$ cat src/rtl/core/ftca_if.sv
// Interfaces: valid/ready channels for events and results.
`default_nettype none
interface ftca_event_if;
  logic              valid;
  logic              ready;
  logic [15:0]       event_mass;
  logic signed [7:0] decay_tag;
  logic signed [1:0] q_os;
  logic [15:0]       eta_os;
  logic signed [1:0] q_ss;
  logic [15:0]       eta_ss;
  modport source (output valid, event_mass, decay_tag, q_os, eta_os, q_ss, eta_ss,
                  input ready);
  modport sink (input valid, event_mass, decay_tag, q_os, eta_os, q_ss, eta_ss,
                output ready);
endinterface

`default_nettype wire

$ cat src/rtl/core/ftca_front.sv
// Front end: event intake, selection and two-entry queue toward the back end.
`default_nettype none
module ftca_front (
  input  wire logic        clk,
  input  wire logic        rst_n,
  ftca_event_if.sink       evt,
  input  wire logic [15:0] mass_low,
  input  wire logic [15:0] mass_high,
  // queue head toward back end
  output logic             q_valid,
  input  wire logic        q_pop,
  output logic             q_sel,
  output logic [1:0]       q_qos,
  output logic [15:0]      q_eta_os,
  output logic [1:0]       q_qss,
  output logic [15:0]      q_eta_ss
);

  // entry: sel, qos, eta_os, qss, eta_ss
  logic [36:0] mem_r [2];
  logic        wp_r, rp_r;
  logic [1:0]  cnt_r;
  logic        push, sel;
  logic [1:0]  qo, qs;

  // an untagged or invalid decision code maps to 0
  assign qo = (evt.q_os == 2'sb10) ? 2'b00 : evt.q_os;
  assign qs = (evt.q_ss == 2'sb10) ? 2'b00 : evt.q_ss;
  assign sel = (evt.decay_tag == 8'sd1 || evt.decay_tag == -8'sd1) &&
               evt.event_mass >= mass_low && evt.event_mass <= mass_high;

  assign evt.ready = (cnt_r != 2'd2);
  assign push = evt.valid && evt.ready;
  assign q_valid = (cnt_r != 2'd0);
  assign {q_sel, q_qos, q_eta_os, q_qss, q_eta_ss} = mem_r[rp_r];

  // queue payload
  always_ff @(posedge clk) begin
    if (push) begin
      mem_r[wp_r] <= {sel, qo, evt.eta_os, qs, evt.eta_ss};
    end
  end

  // queue pointers
  always_ff @(posedge clk) begin
    if (!rst_n) begin
      wp_r <= 1'b0;
      rp_r <= 1'b0;
      cnt_r <= 2'd0;
    end else begin
      if (push) wp_r <= ~wp_r;
      if (q_pop) rp_r <= ~rp_r;
      cnt_r <= cnt_r + {1'b0, push} - {1'b0, q_pop};
    end
  end

`ifndef NO_ASSERTIONS
  a_no_overflow: assert property (@(posedge clk) disable iff (!rst_n)
    cnt_r == 2'd2 |-> !push) else $error("queue overflow");
  a_no_underflow: assert property (@(posedge clk) disable iff (!rst_n)
    q_pop |-> q_valid) else $error("queue underflow");
  a_cnt_range: assert property (@(posedge clk) disable iff (!rst_n)
    cnt_r != 2'd3) else $error("queue count out of range");
`endif

endmodule
`default_nettype wire

$ cat src/flat_wrapper.sv
// flat-port wrapper written by rule: the top's interface ports become plain ports
module ftca_front_flat 
  (clk, rst_n, mass_low, mass_high, q_valid, q_pop, q_sel, q_qos, q_eta_os, q_qss, q_eta_ss, evt_valid, evt_event_mass, evt_decay_tag, evt_q_os, evt_eta_os, evt_q_ss, evt_eta_ss, evt_ready);
  ftca_event_if evt_i ();
  input  wire logic clk;
  input  wire logic rst_n;
  input  wire logic [15:0] mass_low;
  input  wire logic [15:0] mass_high;
  output logic q_valid;
  input  wire logic q_pop;
  output logic q_sel;
  output logic [1:0] q_qos;
  output logic [15:0] q_eta_os;
  output logic [1:0] q_qss;
  output logic [15:0] q_eta_ss;
  input wire logic [$bits(evt_i.valid)-1:0] evt_valid;
  input wire logic [$bits(evt_i.event_mass)-1:0] evt_event_mass;
  input wire logic [$bits(evt_i.decay_tag)-1:0] evt_decay_tag;
  input wire logic [$bits(evt_i.q_os)-1:0] evt_q_os;
  input wire logic [$bits(evt_i.eta_os)-1:0] evt_eta_os;
  input wire logic [$bits(evt_i.q_ss)-1:0] evt_q_ss;
  input wire logic [$bits(evt_i.eta_ss)-1:0] evt_eta_ss;
  output wire logic [$bits(evt_i.ready)-1:0] evt_ready;
  assign evt_i.valid = evt_valid;
  assign evt_i.event_mass = evt_event_mass;
  assign evt_i.decay_tag = evt_decay_tag;
  assign evt_i.q_os = evt_q_os;
  assign evt_i.eta_os = evt_eta_os;
  assign evt_i.q_ss = evt_q_ss;
  assign evt_i.eta_ss = evt_eta_ss;
  assign evt_ready = evt_i.ready;
  ftca_front u_core (.clk(clk), .rst_n(rst_n), .evt(evt_i), .mass_low(mass_low), .mass_high(mass_high), .q_valid(q_valid), .q_pop(q_pop), .q_sel(q_sel), .q_qos(q_qos), .q_eta_os(q_eta_os), .q_qss(q_qss), .q_eta_ss(q_eta_ss));
endmodule
$ cat config.mk
export PLATFORM = sky130hd
export DESIGN_NAME = ftca_front_flat
export DESIGN_NICKNAME = d
export VERILOG_FILES = /design/src/rtl/core/ftca_if.sv /design/src/rtl/core/ftca_front.sv /design/src/flat_wrapper.sv
export SDC_FILE = /design/constraint.sdc
export NUM_CORES = 1
export LEC_CHECK = 0
export BUFFER_PORTS_ARGS = -buffer_cell sky130_fd_sc_hd__buf_2
export CORE_AREA = 8 8 94 96
export DETAILED_ROUTE_END_ITERATION = 10
export DIE_AREA = 0 0 102 104
export HOLD_SLACK_MARGIN = 0.15
export PLACE_DENSITY = 0.82
export SLEW_MARGIN = 20
export SYNTH_ARGS = -nofsm -noshare
export SYNTH_HDL_FRONTEND = slang
export SYNTH_SLANG_ARGS = --single-unit
$ cat constraint.sdc
create_clock -name clk -period 4.6 [get_ports clk]
set_input_delay 0 -clock clk [delete_from_list [all_inputs] [get_ports clk]]
set_output_delay 0 -clock clk [all_outputs]
set_load 0.005 [all_outputs]
==> summary.txt <==
Final layout
  • Final Instance Count excl. Fillers: 547
  • Share of final-layout standard cells stronger than drive strength 1: 0.430
  • NumNets Final: 570
  • Core Util, Final: 0.686
  • Area grow syn2layout: 36.6%

Timing
  • Slew at the pin with the worst max-slew slack: 1.07 ns
  • Shortest clock period the worst path allows after layout: 1.84 ns
  • Setup repair after global routing missed its margin: false
  • Final Hold Fails: 0
  • Fmax achieved: 0.542 GHz
  • Clock skew: 0.00716 ns
  • Period utilisation layout: 0.401
  • Final setup vio count: 0
  • Setup_tns: 0 ns
  • Hold Worst Slack: 0.229 ns
  • Final count of pins violating max slew: 0
  • Relative slew margins: 0.283

Power
  • Sequential Power Share: 0.521
  • Internal power component: 1.36 mW
  • Share of total power consumed by net switching: 0.251
  • Overall power of the completed layout: 1.82 mW
  • Portion of total power attributed to the clock network: 0.263
  • Net switching power of the design: 0.457 mW
  • Leakage power of the design: 2.25 nW
  • Power per cell area: 356 nW/um2
  • Largest voltage drop on the vdd net: 0.130 mV
  • Share of total power in combinational logic: 0.216

CTS
  • Number of clock buffers inserted by TritonCTS: 9
  • Clock insertion delay at the later pin of the skew report: 0.35 ns
  • CTS clk-pin slew, worst paths: 0.07 ns
  • TritonCTS clock tree: built
  • Buffer type at the clock tree root: clkbuf_8
  • Number of instances resized during post-cts repair: 0
  • Maximum clock insertion buffer count: 2
  • Post-CTS Setup Repair Bufs: 0
  • Clock Sink Count: 79
  • Deepest level of the CTS H-tree: 3

GRT
  • First-pass GRT wire length: 13500 um
  • Gr usage total: 0.164
  • Antenna violations before repair: 1
  • Aggregate global routing overflow: 0
  • Maximum number of pins on one net before global-route repair: 39
  • Vias in the first global route: 2948

Synth
  • Post-Syn Nets: 391
  • Mean Syn Cell Area: 14.3 um2
  • Register area share after synthesis: 0.621
  • Synth top area share: 0.594
  • Most frequent cell after synthesis: edfxtp_1
  • Most instantiated cells after synthesis: edfxtp_1 (74), mux2_2 (37), inv_1 (35)
  • Summed instance area of the synthesized netlist: 3740 um2
  • Number of distinct library cell variants in the gate-level netlist after synthesis: 32
  • Cell type with the highest aggregate area in the netlist: edfxtp_1
  • EDFF count, synth: 74
  • Post-synthesis sequential element count: 79
  • Most used flip-flop cell after synthesis: edfxtp_1
  • Main area contributors after synthesis: edfxtp_1 (59%), ha_1 (11%), mux2_2 (11%), inv_1 (3.5%), dfxtp_1 (2.7%)
  • Gate count of the mapped netlist: 261
  • Proportion of synthesized flip-flops having asynchronous set or reset: 0
  • Yosys warning count: 0

Route
  • Post-DRT Antenna Nets: 0
  • Total wire length after detailed routing: 8560 um
  • Mean number of vias per cell: 4.94
  • Remaining routing DRC violations: 0
  • Starting DRT DRC Count: 74
  • Routed length per placed instance: 15.7 um
  • Count of vias placed by the detailed router: 2703
  • Number of detailed-routing iterations run before antenna repair: 4

Critical path
  • Worst Path Required: 4.60 ns
  • Type of the worst setup path: reg2out
  • Max Fanout on Critical Path: 37
  • CP bufs+invs: 1
  • Kind of launch point of the worst setup path: register
  • Largest stage delay on the critical path: 0.92 ns
  • Highest-delay cell along the critical path: dfxtp_2
  • Worst Setup End Kind: primary output
  • Arrival time of data at the critical path endpoint: 1.84 ns
  • Critical path cell sequence: mux2_2, buf_2
  • Crit path max-delay family: flip-flops

Floorplan
  • Number of primary I/O pins: 135
  • DIE AREA: 10600 um2
  • Chip Width: 102 um
  • Core Box Area: 7450 um2
  • Initial cell density of the core: 0.502
  • Cell Rows: 32
  • Die span in y: 104 um

Placed design
  • Routability cong.: 0.762
  • Number of input and output port buffers inserted: 134
  • Final HPWL from detailed placement: 6240 um
  • Number of instances in the placed design: 491

Job
  • Max-cap violation count: 0

Status
  • Outcome: complete, no violations

Worst hold path
  • Worst hold path class: in2reg
layout make-up:
cell class	instances	area, um2
diodes	1	2.50
clock buffers	9	124
clock inverters	6	61.3
fillers	565	2340
inverters	35	131
multi-input cells	141	1270
flip-flops and latches	79	2320
well taps	102	128
repair buffers	174	1070
worst register-to-register path: cells and delay by family (launching register included):
kind / cells / cell delay, ns
buffers and inverters: 1 / 0.05
DFF: 1 / 0.32
and+or+nand+nor: 3 / 1.01
stage by stage:
step	instance area [um2]	setup slack (ns)
after detailed placement	4520	2.79
after global routing	5110	2.65
after floorplan	3740	2.05
after global placement	4520	2.80
after CTS	5110	2.71
final	5110	2.76
power groups by stage:
stage          registers [mW]  logic [mW]  clock network, mW
5_1_grt                 0.957       0.436              0.520
4_1_cts                 0.948       0.401              0.494
3_3_place_gp            0.957       0.359                  0
3_5_place_dp            0.965       0.371                  0
2_1_floorplan           0.944       0.214                  0
6_report                0.947       0.393              0.479
state kept, by name (all words and copies together) (netlist names), named ones only:
signal	count
u_core.mem_r	74
u_core.wp_r	1
u_core.rp_r	1
u_core.cnt_r	2
worst paths after layout:
kind / start / endpoint / slack, ns / cells past startpoint
setup / recovery: register / q_eta_ss[5] / 2.76 / 2
hold reg to reg: u_core.rp_r$_SDFFE_PN0P_ / register / 0.58 / 2
setup reg to reg: u_core.cnt_r[0]$_SDFF_PN0_ / u_core.mem_r[0][10]$_DFFE_PP_ / 2.81 / 4
hold / removal: evt_decay_tag[2] / u_core.mem_r[0][36]$_DFFE_PP_ / 0.23 / 4
kinds of logic (layout without fill, tap and decap cells):
group,count (synthesis),in the layout,synth area share
AOI/OAI and AO/OA,25,25,0.0395
adders and majority gates,34,34,0.114
DFF,79,79,0.621
muxes,37,37,0.111
buffers and inverters,41,224,0.0421
other,0,1,0
and+or+nand+nor,42,42,0.0656
xor gates and xnor gates,3,3,0.00702
layer usage:
layer	track usage	up-vias	share of wire
met3	0.0556	18	0.087
li1	-	1317	-
met5	0	-	0
met2	0.281	112	0.50
met1	0.175	1256	0.39
met4	0.0766	0	0.023
cells in the final DEF, fill, tap and decap left out, types with 2 or more instances in the layout:
cell type	n
clkbuf_8	9
dfxtp_1	4
ha_1	34
mux2_2	37
clkinv_2	2
o21a_1	2
xnor2_1	2
nand3_1	4
nor4_1	2
a21oi_1	14
buf_2	134
inv_1	35
nor2_1	3
and4_1	2
edfxtp_1	74
or4_1	2
dlygate4sd3_1	40
nand4_1	5
nand2_1	9
and2_1	7
o21ai_0	4
what timing repair did:
item,CTS,global route
hold buffers,40,0
endpoints found under the hold margin,79,0
setup endpoints to repair,0,0
Note: power is estimated with default switching activity, not from simulation.
